<file path="config.mk">
export PLATFORM = sky130hd
export DESIGN_NAME = gnss_satellite_table_builder_top
export DESIGN_NICKNAME = d
export VERILOG_FILES = /design/src/hdl/gstb_pkg.sv /design/src/hdl/gnss_satellite_table_builder_top.sv /design/src/hdl/gstb_vis_cell.sv /design/src/hdl/gstb_used_cell.sv
export SDC_FILE = /design/constraint.sdc
export NUM_CORES = 2
export LEC_CHECK = 0
export ABC_AREA = 1
export BUFFER_PORTS_ARGS = -buffer_cell sky130_fd_sc_hd__buf_4
export CELL_PAD_IN_SITES_DETAIL_PLACEMENT = 2
export CELL_PAD_IN_SITES_GLOBAL_PLACEMENT = 2
export CORE_AREA = 5 5 377 527
export CTS_BUF_LIST = sky130_fd_sc_hd__clkbuf_16
export DETAILED_ROUTE_END_ITERATION = 7
export DIE_AREA = 0 0 382 532
export MAX_ROUTING_LAYER = met4
export PLACE_DENSITY_LB_ADDON = 0.1
export SYNTH_ARGS = -nofsm -noshare
export SYNTH_HDL_FRONTEND = slang
export SYNTH_SLANG_ARGS = --single-unit
</file>
<file path="constraint.sdc">
create_clock -name clk -period 5.7 [get_ports clk]
set_clock_uncertainty 0.05 [all_clocks]
set_input_delay 0.285 -clock clk [delete_from_list [all_inputs] [get_ports clk]]
set_output_delay 0.285 -clock clk [all_outputs]
set_load 0.02 [all_outputs]
</file>
<file path="src/hdl/gstb_pkg.sv">
`timescale 1ns / 1ps
// ----------------------------------------------------------------------------
// gstb_pkg: shared types, codes and lookup functions
// Codes, entry layouts and the talker, system and band maps used by the
// satellite table builder and its cells.
// ----------------------------------------------------------------------------
package gstb_pkg;

	// Default table depth for visible and used satellites.
	localparam int unsigned MAX_SATS_DEF = 32;

	// Stream widths, padded to whole bytes.
	localparam int unsigned IN_TDATA_W  = 64;
	localparam int unsigned OUT_TDATA_W = 56;
	localparam int unsigned COUNT_W     = 6;

	// Command codes carried in s_tuser.
	localparam logic [1:0] CMD_VISIBLE = 2'd0;
	localparam logic [1:0] CMD_USED    = 2'd1;
	localparam logic [1:0] CMD_COMMIT  = 2'd2;

	// Constellation codes.
	localparam logic [7:0] CONST_GPS     = 8'd0;
	localparam logic [7:0] CONST_GALILEO = 8'd2;
	localparam logic [7:0] CONST_BEIDOU  = 8'd3;
	localparam logic [7:0] CONST_QZSS    = 8'd5;
	localparam logic [7:0] CONST_GLONASS = 8'd6;
	localparam logic [7:0] CONST_UNKNOWN = 8'd255;

	// Band codes.
	localparam logic [2:0] BAND_NONE = 3'd0;
	localparam logic [2:0] BAND_L1   = 3'd1;
	localparam logic [2:0] BAND_L2   = 3'd2;
	localparam logic [2:0] BAND_L5   = 3'd5;

	// Position values that mean "not reported".
	localparam logic signed [7:0] ELEV_NONE = -8'sd128;
	localparam logic signed [9:0] AZIM_NONE = -10'sd1;

	// Key used to match visible entries against the used list.
	typedef struct packed {
		logic [7:0] constellation;
		logic [7:0] sat;
	} used_key_t;

	// One visible satellite entry as stored.
	typedef struct packed {
		logic [7:0]        constellation;
		logic [7:0]        sat;
		logic [6:0]        cn0;
		logic [2:0]        band;
		logic signed [7:0] elev;
		logic signed [9:0] azim;
		logic              healthy;
	} vis_entry_t;

	// Contents of one visible cell: the entry and its in-solution flag.
	typedef struct packed {
		vis_entry_t entry;
		logic       used;
	} vis_cell_t;

	// Control broadcast to every visible cell.
	typedef struct packed {
		logic      shift;
		logic      mark;
		used_key_t mark_key;
	} vis_ctrl_t;

	// Input transaction as held for processing.
	typedef struct packed {
		logic [1:0]        cmd;
		logic [7:0]        talker_first;
		logic [7:0]        talker_second;
		logic [7:0]        signal_id;
		logic [7:0]        sat;
		logic signed [7:0] snr;
		logic [6:0]        elevation;
		logic [8:0]        azimuth;
		logic [3:0]        sys_code;
	} item_t;

	// Talker pair to constellation.
	function automatic logic [7:0] talker_to_const(input logic [7:0] a, input logic [7:0] b);
		logic [7:0] c;
		c = CONST_UNKNOWN;
		if (a == "G") begin
			case (b)
				"P": c = CONST_GPS;
				"L": c = CONST_GLONASS;
				"A": c = CONST_GALILEO;
				"B": c = CONST_BEIDOU;
				"Q": c = CONST_QZSS;
				default: c = CONST_UNKNOWN;
			endcase
		end else if (a == "B" && b == "D") begin
			c = CONST_BEIDOU;
		end else if (a == "Q" && b == "Z") begin
			c = CONST_QZSS;
		end
		return c;
	endfunction

	// System id of the used list to constellation.
	function automatic logic [7:0] system_to_const(input logic [3:0] s);
		logic [7:0] c;
		case (s)
			4'd1: c = CONST_GPS;
			4'd2: c = CONST_GLONASS;
			4'd3: c = CONST_GALILEO;
			4'd4: c = CONST_BEIDOU;
			4'd5: c = CONST_QZSS;
			default: c = CONST_UNKNOWN;
		endcase
		return c;
	endfunction

	// Constellation and signal id to band.
	function automatic logic [2:0] band_of(input logic [7:0] c, input logic [7:0] s);
		logic [2:0] b;
		b = BAND_NONE;
		case (c)
			CONST_GPS: begin
				if (s == 8'd0) b = BAND_L1;
				else if (s == 8'd3 || s == 8'd4) b = BAND_L2;
				else if (s == 8'd6 || s == 8'd7) b = BAND_L5;
			end
			CONST_GALILEO: begin
				if (s <= 8'd1) b = BAND_L1;
				else if (s >= 8'd3 && s <= 8'd6) b = BAND_L5;
			end
			CONST_BEIDOU: begin
				if (s <= 8'd1) b = BAND_L1;
				else if (s == 8'd2 || s == 8'd3) b = BAND_L2;
				else if (s == 8'd5 || s == 8'd7) b = BAND_L5;
			end
			CONST_QZSS: begin
				if (s <= 8'd1) b = BAND_L1;
				else if (s == 8'd4 || s == 8'd5) b = BAND_L2;
				else if (s == 8'd8 || s == 8'd9) b = BAND_L5;
			end
			CONST_GLONASS: begin
				if (s == 8'd0) b = BAND_L1;
				else if (s == 8'd2) b = BAND_L2;
			end
			default: b = BAND_NONE;
		endcase
		return b;
	endfunction

endpackage

</file>
<file path="src/hdl/gnss_satellite_table_builder_top.sv">
`timescale 1ns / 1ps
// ----------------------------------------------------------------------------
// gnss_satellite_table_builder_top: per-epoch satellite table builder
// Stores visible and used satellites of one epoch in rows of cells and, on
// commit, streams every visible entry with its in-solution flag.
//
// Channel   Dir  Fields
// s_*       in   tuser: command; tdata: talker, signal id, satellite, snr,
//                elevation, azimuth, system id
// m_*       out  tuser: list_unchanged; tlast: last; tdata: entry fields
//
// A visible or used transaction is first captured and then applied to the
// cells. A commit streams each stored visible entry in turn, shifted out of
// cell 0 of the visible chain; an empty epoch yields a single marker
// instead. Output stalls hold the chain and the input channel. Reset clears
// both fill counts and the handshake state; cell contents are not reset.
// ----------------------------------------------------------------------------
module gnss_satellite_table_builder_top #(
	parameter int unsigned MAX_SATS = gstb_pkg::MAX_SATS_DEF
) (
	input  logic                                clk,
	input  logic                                arst_n,
	input  logic                                s_tvalid,
	output logic                                s_tready,
	// [7:0] talker_first, [15:8] talker_second, [23:16] signal_id,
	// [31:24] satellite_number, [39:32] snr, [46:40] elevation_in,
	// [55:47] azimuth_in, [59:56] sys_code, [63:60] zero
	input  logic [gstb_pkg::IN_TDATA_W-1:0]     s_tdata,
	// [1:0] command
	input  logic [1:0]                          s_tuser,
	output logic                                m_tvalid,
	input  logic                                m_tready,
	// [7:0] constellation, [15:8] sat_number, [22:16] carrier_to_noise,
	// [25:23] band, [33:26] elevation_out, [43:34] azimuth_out,
	// [44] in_solution, [45] healthy, [51:46] visible_count, [55:52] zero
	output logic [gstb_pkg::OUT_TDATA_W-1:0]    m_tdata,
	// [0] list_unchanged
	output logic                                m_tuser,
	output logic                                m_tlast
);
	import gstb_pkg::*;

	localparam int unsigned FILL_W = $clog2(MAX_SATS + 1);

	typedef enum logic [2:0] {
		ST_IDLE  = 3'b001,
		ST_EXEC  = 3'b010,
		ST_DRAIN = 3'b100
	} state_t;

	state_t              state_q;
	item_t               item_q;
	logic [FILL_W-1:0]   vfill_q;
	logic [FILL_W-1:0]   ufill_q;
	logic [FILL_W-1:0]   rem_q;
	logic [FILL_W-1:0]   count_q;

	logic                m_tvalid_q;
	logic [OUT_TDATA_W-1:0] m_tdata_q;
	logic                m_tuser_q;
	logic                m_tlast_q;

	vis_entry_t          new_entry;
	logic                not_reported;
	logic [7:0]          used_const;
	used_key_t           probe_key;
	used_key_t           used_key;
	logic                is_exec;
	logic                vis_ok;
	logic                used_ok;
	logic                out_free;
	logic                load_marker;
	logic                load_entry;
	logic [MAX_SATS-1:0] used_hit;
	vis_ctrl_t           vctrl;
	vis_cell_t           vcell [MAX_SATS];
	vis_cell_t           head;

	// Input is taken only when no item is being processed.
	assign s_tready = (state_q == ST_IDLE);
	assign out_free = !m_tvalid_q || m_tready;
	assign is_exec  = (state_q == ST_EXEC);

	// Capture the input transaction.
	always_ff @(posedge clk) begin
		if (s_tvalid && s_tready) begin
			item_q.cmd           <= s_tuser;
			item_q.talker_first  <= s_tdata[7:0];
			item_q.talker_second <= s_tdata[15:8];
			item_q.signal_id     <= s_tdata[23:16];
			item_q.sat           <= s_tdata[31:24];
			item_q.snr           <= $signed(s_tdata[39:32]);
			item_q.elevation     <= s_tdata[46:40];
			item_q.azimuth       <= s_tdata[55:47];
			item_q.sys_code      <= s_tdata[59:56];
		end
	end

	// Build the visible entry and the used key from the held item.
	always_comb begin
		not_reported            = (item_q.elevation == 7'd0) && (item_q.azimuth == 9'd0);
		new_entry.constellation = talker_to_const(item_q.talker_first, item_q.talker_second);
		new_entry.sat           = item_q.sat;
		new_entry.cn0           = item_q.snr[7] ? 7'd0 : item_q.snr[6:0];
		new_entry.band          = band_of(new_entry.constellation, item_q.signal_id);
		new_entry.elev          = not_reported ? ELEV_NONE : $signed({1'b0, item_q.elevation});
		new_entry.azim          = not_reported ? AZIM_NONE : $signed({1'b0, item_q.azimuth});
		new_entry.healthy       = !item_q.snr[7] && (item_q.snr != 8'sd0);
		used_const              = system_to_const(item_q.sys_code);
		probe_key.constellation = new_entry.constellation;
		probe_key.sat           = item_q.sat;
		used_key.constellation  = used_const;
		used_key.sat            = item_q.sat;
	end

	assign vis_ok = is_exec && (item_q.cmd == CMD_VISIBLE) && (item_q.sat != 8'd0) &&
		(vfill_q < FILL_W'(MAX_SATS));
	assign used_ok = is_exec && (item_q.cmd == CMD_USED) && (item_q.sat != 8'd0) &&
		(used_const != CONST_UNKNOWN) && (ufill_q < FILL_W'(MAX_SATS));

	assign load_marker = is_exec && (item_q.cmd == CMD_COMMIT) &&
		(vfill_q == '0) && out_free;
	assign load_entry  = (state_q == ST_DRAIN) && out_free;

	// Broadcast control for the visible chain.
	always_comb begin
		vctrl.shift    = load_entry;
		vctrl.mark     = used_ok;
		vctrl.mark_key = used_key;
	end

	// Row of used cells, probed with each new visible entry.
	for (genvar j = 0; j < MAX_SATS; j++) begin : g_used
		gstb_used_cell u_cell (
			.clk   (clk),
			.wr_en (used_ok && (ufill_q == FILL_W'(j))),
			.wr_key(used_key),
			.valid (ufill_q > FILL_W'(j)),
			.probe (probe_key),
			.hit   (used_hit[j])
		);
	end

	// Chain of visible cells, shifting toward cell 0 during a commit.
	for (genvar i = 0; i < MAX_SATS; i++) begin : g_vis
		vis_cell_t wr_cell;
		vis_cell_t nb_cell;

		assign wr_cell.entry = new_entry;
		assign wr_cell.used  = |used_hit;

		if (i == MAX_SATS - 1) begin : g_end
			assign nb_cell = vcell[i];
		end else begin : g_mid
			assign nb_cell = vcell[i + 1];
		end

		gstb_vis_cell u_cell (
			.clk    (clk),
			.wr_en  (vis_ok && (vfill_q == FILL_W'(i))),
			.wr_data(wr_cell),
			.ctrl   (vctrl),
			.nb_in  (nb_cell),
			.data   (vcell[i])
		);
	end

	assign head = vcell[0];

	// Sequencer: capture, update, and drain on commit.
	always_ff @(posedge clk or negedge arst_n) begin
		if (!arst_n) begin
			state_q <= ST_IDLE;
			vfill_q <= '0;
			ufill_q <= '0;
			rem_q   <= '0;
			count_q <= '0;
		end else begin
			case (state_q)
				ST_IDLE: begin
					if (s_tvalid) begin
						state_q <= ST_EXEC;
					end
				end
				ST_EXEC: begin
					case (item_q.cmd)
						CMD_VISIBLE: begin
							if (vis_ok) vfill_q <= vfill_q + 1'b1;
							state_q <= ST_IDLE;
						end
						CMD_USED: begin
							if (used_ok) ufill_q <= ufill_q + 1'b1;
							state_q <= ST_IDLE;
						end
						CMD_COMMIT: begin
							if (vfill_q == '0) begin
								if (out_free) begin
									ufill_q <= '0;
									state_q <= ST_IDLE;
								end
							end else begin
								rem_q   <= vfill_q;
								count_q <= vfill_q;
								state_q <= ST_DRAIN;
							end
						end
						default: begin
							state_q <= ST_IDLE;
						end
					endcase
				end
				ST_DRAIN: begin
					if (out_free) begin
						rem_q <= rem_q - 1'b1;
						if (rem_q == FILL_W'(1)) begin
							vfill_q <= '0;
							ufill_q <= '0;
							state_q <= ST_IDLE;
						end
					end
				end
				default: begin
					state_q <= ST_IDLE;
				end
			endcase
		end
	end

	// Output register valid flag.
	always_ff @(posedge clk or negedge arst_n) begin
		if (!arst_n) begin
			m_tvalid_q <= 1'b0;
		end else if (load_marker || load_entry) begin
			m_tvalid_q <= 1'b1;
		end else if (m_tready) begin
			m_tvalid_q <= 1'b0;
		end
	end

	// Output register payload: a drained entry or the empty-epoch marker.
	always_ff @(posedge clk) begin
		if (load_entry) begin
			m_tdata_q <= {4'd0, COUNT_W'(count_q), head.entry.healthy, head.used,
				head.entry.azim, head.entry.elev, head.entry.band, head.entry.cn0,
				head.entry.sat, head.entry.constellation};
			m_tuser_q <= 1'b0;
			m_tlast_q <= (rem_q == FILL_W'(1));
		end else if (load_marker) begin
			m_tdata_q <= {4'd0, COUNT_W'(0), 1'b0, 1'b0, AZIM_NONE, ELEV_NONE,
				BAND_NONE, 7'd0, 8'd0, CONST_UNKNOWN};
			m_tuser_q <= 1'b1;
			m_tlast_q <= 1'b1;
		end
	end

	assign m_tvalid = m_tvalid_q;
	assign m_tdata  = m_tdata_q;
	assign m_tuser  = m_tuser_q;
	assign m_tlast  = m_tlast_q;

endmodule

</file>
<file path="src/hdl/gstb_vis_cell.sv">
`timescale 1ns / 1ps
// ----------------------------------------------------------------------------
// gstb_vis_cell: one cell of the visible satellite chain
// Holds one visible entry and its in-solution flag. The cell is loaded by a
// local write, marks itself when a matching used key is broadcast, and takes
// its neighbor's contents when the chain shifts toward the output.
// ----------------------------------------------------------------------------
module gstb_vis_cell (
	input  logic              clk,
	input  logic              wr_en,
	input  gstb_pkg::vis_cell_t wr_data,
	input  gstb_pkg::vis_ctrl_t ctrl,
	input  gstb_pkg::vis_cell_t nb_in,
	output gstb_pkg::vis_cell_t data
);
	import gstb_pkg::*;

	vis_cell_t cell_q;
	logic      key_hit;

	// Compare the broadcast used key with the stored entry.
	assign key_hit = (cell_q.entry.constellation == ctrl.mark_key.constellation) &&
		(cell_q.entry.sat == ctrl.mark_key.sat);

	// Load, shift or mark the stored entry.
	always_ff @(posedge clk) begin
		if (wr_en) begin
			cell_q <= wr_data;
		end else if (ctrl.shift) begin
			cell_q <= nb_in;
		end else if (ctrl.mark && key_hit) begin
			cell_q.used <= 1'b1;
		end
	end

	assign data = cell_q;

endmodule

</file>
<file path="src/hdl/gstb_used_cell.sv">
`timescale 1ns / 1ps
// ----------------------------------------------------------------------------
// gstb_used_cell: one cell of the used satellite row
// Holds one (constellation, satellite) key of the used list and reports a
// hit when a probed key equals it and the cell lies below the fill count.
// ----------------------------------------------------------------------------
module gstb_used_cell (
	input  logic                clk,
	input  logic                wr_en,
	input  gstb_pkg::used_key_t wr_key,
	input  logic                valid,
	input  gstb_pkg::used_key_t probe,
	output logic                hit
);
	import gstb_pkg::*;

	used_key_t key_q;

	// Store the key on a write.
	always_ff @(posedge clk) begin
		if (wr_en) begin
			key_q <= wr_key;
		end
	end

	// A cell at or above the fill count never matches.
	assign hit = valid && (key_q == probe);

endmodule

</file>
After elaboration in Yosys (flattened, before gate mapping)
Cells that the tools add are included.
{"block": "totals", "reg_bits": 2128, "latchBits": 0, "ramBits": 0, "rom_bits": 0, "input_bits": 70, "output_inout_bits": 60, "elab_cells": 1029, "memories": 0}
{"block": "op_classes", "add_sub_neg": 3, "mul": 0, "n_div": 0, "magnitude_cmp": 37, "eq_ne": 205, "shift": 0, "muxes": 176, "n_bitwise": 1, "n_reduce_logical": 269}
{"op": "$mux 46", "count": 31}
{"op": "$mux 45", "count": 31}
{"op": "$eq 16x16->1", "count": 32}
{"op": "$eq 8x8->1", "count": 64}
{"op": "$eq 6x5->1 const B", "count": 32}
{"op": "$logic_and 1x1->1", "count": 177}
{"op": "$mux 52", "count": 2}
{"op": "$eq 6x4->1 const B", "count": 16}
{"op": "$gt 6x5->1 const B", "count": 16}
{"op": "$reduce_bool 3->1", "count": 31}
{"op": "$eq 8x7->1 const B", "count": 10}
{"op": "$pmux 8 s5", "count": 2}
{"op": "$reduce_bool 2->1", "count": 35}
{"op": "$mux 1", "count": 69}
{"op": "$mux 6", "count": 10}
{"op": "$mux 3", "count": 17}
{"op": "$eq 6x3->1 const B", "count": 8}
{"op": "$eq 8x3->1 const B", "count": 6}
{"op": "$gt 6x4->1 const B", "count": 8}
{"op": "$pmux 6 s2", "count": 4}
{"op": "$eq 8x2->1 const B", "count": 4}
{"op": "$mux 8", "count": 4}
{"op": "$reduce_or 32->1", "count": 1}
{"op": "$eq 6x2->1 const B", "count": 4}
{"op": "45 further kinds", "count": 77}

Depth between registers and ports, before layout
{"block": "logic_depth", "ltp_word": 9, "ltp_mapped": 22, "ltp_nobuf": 21}

Cells and area by module
From an unflattened synthesis, not the netlist that was laid out.
{"block": "hier_totals", "hier_cells": 12010, "area_unflattened_um2": 104579.0}
{"module": "gstb_vis_cell", "instances": 32, "cells_each": 265, "area_each_um2": 2268.4, "seq_area_each_um2": 1381.3}
{"module": "gstb_used_cell", "instances": 32, "cells_each": 85, "area_each_um2": 772.0, "seq_area_each_um2": 480.5}
{"module": "gnss_satellite_table_builder_top", "instances": 1, "cells_each": 810, "area_each_um2": 7285.7, "seq_area_each_um2": 4175.3}

Least setup slack after synthesis
No wires, ideal clock.
{"block": "synth_timing", "kind": "reg-to-reg", "from": "reg item_q, in the netlist g_vis[0].wr_cell[30]", "to": "reg g_vis[31].u_cell.cell_q, in the netlist g_vis[31].u_cell.data[0] (enable)", "setup_ns": 0.300, "t_arrival_ns": 3.857, "setup_slack_ns": 1.492, "stages_incl_launch_ff": 11, "period_less_slack_ns": 4.208, "path_cell_list": "edfxtp_1 > buf_2 > nor4_1 > nand2_1 > nand2_1 > buf_4 > buf_4 > nor2_1 > nand2_1 > nor2_1 > a31o_2"}
{"block": "synth_via", "word_cells_on_any_way": 13}
{"element": "from (decl)", "line": "gnss_satellite_table_builder_top.sv:52", "text": "item_t item_q;"}
{"element": "$reduce_bool 8->1 *", "line": "gnss_satellite_table_builder_top.sv:116", "text": "assign vis_ok = is_exec && (item_q.cmd == CMD_VISIBLE) && (item_q.sat != 8'd0) &&"}
{"element": "$logic_and 1x1->1 * (2 in a row)", "line": "gnss_satellite_table_builder_top.sv:116"}
{"element": "$logic_and 1x1->1 *", "line": "gnss_satellite_table_builder_top.sv:160", "text": ".wr_en (vis_ok && (vfill_q == FILL_W'(i))),"}
{"element": "net g_vis[31].u_cell.wr_en", "line": "gstb_vis_cell.sv:10", "text": "input logic wr_en,"}
{"element": "$ne 2x1->1 (no source line) / $reduce_bool 2->1 (equally long branches)"}
{"element": "$reduce_and 2->1 (no source line) *"}
{"element": "to (signal assigned)", "line": "gstb_vis_cell.sv:28", "text": "cell_q <= wr_data;"}
{"element": "to (signal assigned)", "line": "gstb_vis_cell.sv:30", "text": "cell_q <= nb_in;"}
{"element": "to (decl)", "line": "gstb_vis_cell.sv:18", "text": "vis_cell_t cell_q;"}
The timed path passes the listed nets; every way through them passes the cells marked *.
A chain may end at the register's enable or synchronous reset.

Final worst setup path
{"block": "layout_timing", "from": "reg item_q[46] (netlist bit)", "to": "reg g_vis[23].u_cell.cell_q, in the netlist g_vis[23].u_cell.data[0] (data pin)"}
{"block": "layout_via", "elab_chain_len": 9, "word_cells_on_any_way": 79}
{"element": "$eq 8x7->1", "line": "gstb_pkg.sv:98", "text": "end else if (a == \"Q\" && b == \"Z\") begin"}
{"element": "$logic_and 1x1->1", "line": "gstb_pkg.sv:98"}
{"element": "$mux 8", "line": "gstb_pkg.sv:98"}
{"element": "$mux 8", "line": "gstb_pkg.sv:96", "text": "end else if (a == \"B\" && b == \"D\") begin"}
{"element": "$mux 8 *", "line": "gstb_pkg.sv:87", "text": "if (a == \"G\") begin"}
{"element": "$eq 16x16->1", "line": "gstb_used_cell.sv:27", "text": "assign hit = valid && (key_q == probe);"}
{"element": "$logic_and 1x1->1", "line": "gstb_used_cell.sv:27"}
{"element": "$reduce_or 32->1 *", "line": "gnss_satellite_table_builder_top.sv:150", "text": "assign wr_cell.used = |used_hit;"}
{"element": "$mux 46 *", "line": "gstb_vis_cell.sv:27", "text": "if (wr_en) begin"}
{"element": "to (signal assigned)", "line": "gstb_vis_cell.sv:28"}
{"element": "to (signal assigned)", "line": "gstb_vis_cell.sv:30"}
{"element": "to (decl)", "line": "gstb_vis_cell.sv:18"}
Mark *: on every way between the ends. The rest lies on a longest branch, timed or not.

==> impl_metrics.ini <==
[outcome]
status = finished, final reports clean

[routing]
antenna_left = 0
wire_per_inst_um = 28.4
drt_wl_total_mm = 291
firstDrtPassIters = 6
drc = 0
routed_via_density = 5.72
drt_iter0_drc = 4082
vias = 58671

[setup_path]
critPathLaunchType = register
cp.required_ns = 6.22
cp_max_fo = 31
r2r_cells = 20
criticalPathCategory = reg2reg
worst_ep_arrival_time_ns = 4.91
cp-end-kind = register

[finish]
area_delta_synth_final_pct = 12.9
instances_no_fill = 10252
finalNetCount = 7670
drive_gt1_share_pct = 10.5

[logic_synthesis]
synth_area_mm2 = 0.0825
yosys_register_bits = 1835
synth_compound_area_share_pct = 9.14
synth_warnings = 0
synth_mux_area_share_pct = 0.0137
synth_common_cells = nand2_1 (1884), edfxtp_1 (1806), o21ai_0 (1210), inv_1 (410), clkbuf_1 (372)
yosys.area_share.xor_xnor_pct = 5.35
synthAdderAreaFrac_pct = 0.137
avgSynthCellArea_um2 = 11.0
synth_top_family_by_area = simple AND/OR/NAND/NOR gates
synth.distinct_cells = 63
seq_area_frac_synth_pct = 66.6
synth_top_cell_area_share_pct = 65.7
synth-simple-area-share_pct = 14.1
synth-edff-count = 1806
synth_ff_type = edfxtp_1
synth.area.top_cells = edfxtp_1 (66%), nand2_1 (8.6%), o21ai_0 (7.3%)
synth-async-reset-ratio_pct = 1.53
synth_most_common_cell = nand2_1
netlist_instances = 7500
yosysTopAreaCell = edfxtp_1

[global_route]
grt_pass1_wl_mm = 426
grt_max_degree = 77
grt_pass1_vias = 64870
grt_usage_pct = 28.8
grt_antenna_before_repair = 3
grt_overflow = 0

[die]
die_area_mm2 = 0.203
top_level_ports = 130
design.core.area_mm2 = 0.193
die_w_um = 382
die_y_um = 532
start_util_pct = 42.7
fp-row-count = 191

[power]
vdd_drop_max_mv = 0.292
p_leak_nw = 34.3
power_density_mw_per_mm2 = 345
p_total_mw = 32.2

[placed_design]
dp_hpwl_mm = 190
place_inst = 9834
place.gp.congestion = 0.866
portBuffers = 121

[clock_tree]
clock_latency_ns = 0.86
root_buffer = clkbuf_16
cts-htree-levels = 4
ctsResizeCount = 0
cts_setup_buffers = 0
cts_buffer_depth = 4
cts_buffers = 196
cts_tree = yes
clkSlewWorstSetupHoldPaths_ns = 0.07
cts.sinks = 1835

[sta]
finalSetupViolations = 0
timing.fmax_mhz = 228
slew_viol_final = 0
worstMarginPinSlew_ns = 1.24
rsz0062_at_grt = no
min_period_over_period_pct = 77.0
hold_viol_final = 0
relSlewSlack_pct = 17.0
tns_ns = 0
fin_crit_ns = 4.39

[min_path]
hold_path_depth = 2
hp-class = in2reg

[flow_run]
drv_cap = 0
[power by group]
group | internal, mW | switching, mW | total [mW]
Sequential | 15.3 | 0.276 | 15.5
Clock | 7.02 | 5.54 | 12.6
Combinational | 0.970 | 3.08 | 4.05
[layout make-up]
| type | instances | area [µm²] |
|---|---|---|
| Timing Repair Buffer | 404 | 3360 |
| Tap cell | 2509 | 3140 |
| Clock buffer | 199 | 4980 |
| Antenna cell | 3 | 7.51 |
| Fill cell | 19398 | 100000 |
| Inverter | 435 | 1640 |
| Clock inverter | 148 | 1070 |
| Multi-Input combinational cell | 4719 | 23900 |
| Sequential cell | 1835 | 55000 |
[cell usage in the layout (no fill, tap or decap), types with 34 or more instances in the layout]
cell	n
nor4_1	36
inv_2	38
nand2_1	1847
inv_1	429
xor2_1	190
nor3_1	54
o22ai_1	40
clkbuf_16	199
nand3_1	192
clkinv_1	54
nor2_1	355
clkinv_2	34
dlygate4sd3_1	67
buf_4	324
xnor2_1	314
o21ai_0	1210
edfxtp_1	1806
nand2_2	45
nand4_1	100
o21ai_1	56
a21oi_1	43
[path summary, 6_finish.rpt]
path / slack [ns] / to / start
max: 1.31 / g_vis[23].u_cell.data[0]$_DFFE_PP_ / item_q[46]$_DFFE_PP_
min: 0.09 / item_q[14]$_DFFE_PP_ / s_tdata[41]
max reg2reg: 1.31 / g_vis[23].u_cell.data[0]$_DFFE_PP_ / item_q[46]$_DFFE_PP_
min reg2reg: 0.45 / g_vis[29].u_cell.data[22]$_DFFE_PP_ / g_vis[30].u_cell.data[22]$_DFFE_PP_
max in group asynchronous: 4.89 / rem_q[4]$_DFFE_PN0P_ / arst_n
min in group asynchronous: 0.52 / state_q[0]$_DFFE_PN1P_ / arst_n
[cells by family (layout without fill, tap and decap cells)]
logic type,Yosys count,count (layout)
simple gates,2765,2765
flops,1835,1835
compound gates,1436,1436
buf+inv,949,1186
xor+xnor,504,504
fa+ha+maj,9,9
other cells,1,7
mux,1,1
[sequential cells by signal (all words and copies together) (netlist names)]
name,flops
state_q,3
item_q,54
m_tdata,47
ufill_q,6
count_q,6
g_used.u_cell.key_q,384
m_tvalid,1
vfill_q,6
g_vis.wr_cell,8
m_tuser,1
rem_q,6
g_vis.u_cell.data,1312
m_tlast,1
[what timing repair did]
action,CTS,global route
endpoints found under the setup margin,0,0
endpoints found under the hold margin,94,0
hold buffers,68,0
[routing by layer]
| metal | vias to the layer above | part of all wire (%) | GRT usage (%) |
|---|---|---|---|
| li1 | 26026 | - | - |
| met5 | - | 0 | - |
| met4 | 0 | 4.6 | 11.2 |
| met3 | 553 | 3.4 | 2.84 |
| met1 | 30796 | 37 | 31.2 |
| met2 | 1296 | 55 | 54.0 |
[worst max-delay path, cell delays in order (launching register included)]
cell and delay (ns):
edfxtp_1 0.47, nand2_1 0.11, inv_1 0.04, nand2_1 0.07
nand2_1 0.07, nand2_2 0.12, nand4_4 0.21, nand3_2 0.26
buf_4 0.29, nand2_1 0.50, o21ai_0 0.36, nor2_1 0.07
nand2_1 0.06, nand2_1 0.13, nand2_1 0.09, nand2_1 0.05
nor2_1 0.43, nand3_2 0.12, buf_4 0.34, nand2_1 0.15
nand2_1 0.07
[metrics by stage]
step / utilization [%] / hold slack (ns) / setup slack [ns] / area, µm²
after floorplan: - / -0.0606 / 1.49 / 82500
after global placement: 44.7 / 0.190 / 1.43 / 86300
after detailed placement: 44.7 / 0.195 / 1.31 / 86300
after CTS: 48.2 / 0.0532 / 1.30 / 93100
after global routing: 48.2 / 0.0683 / 1.12 / 93100
final: 48.2 / 0.0940 / 1.31 / 93100
Power figures use the tool's default switching activity.
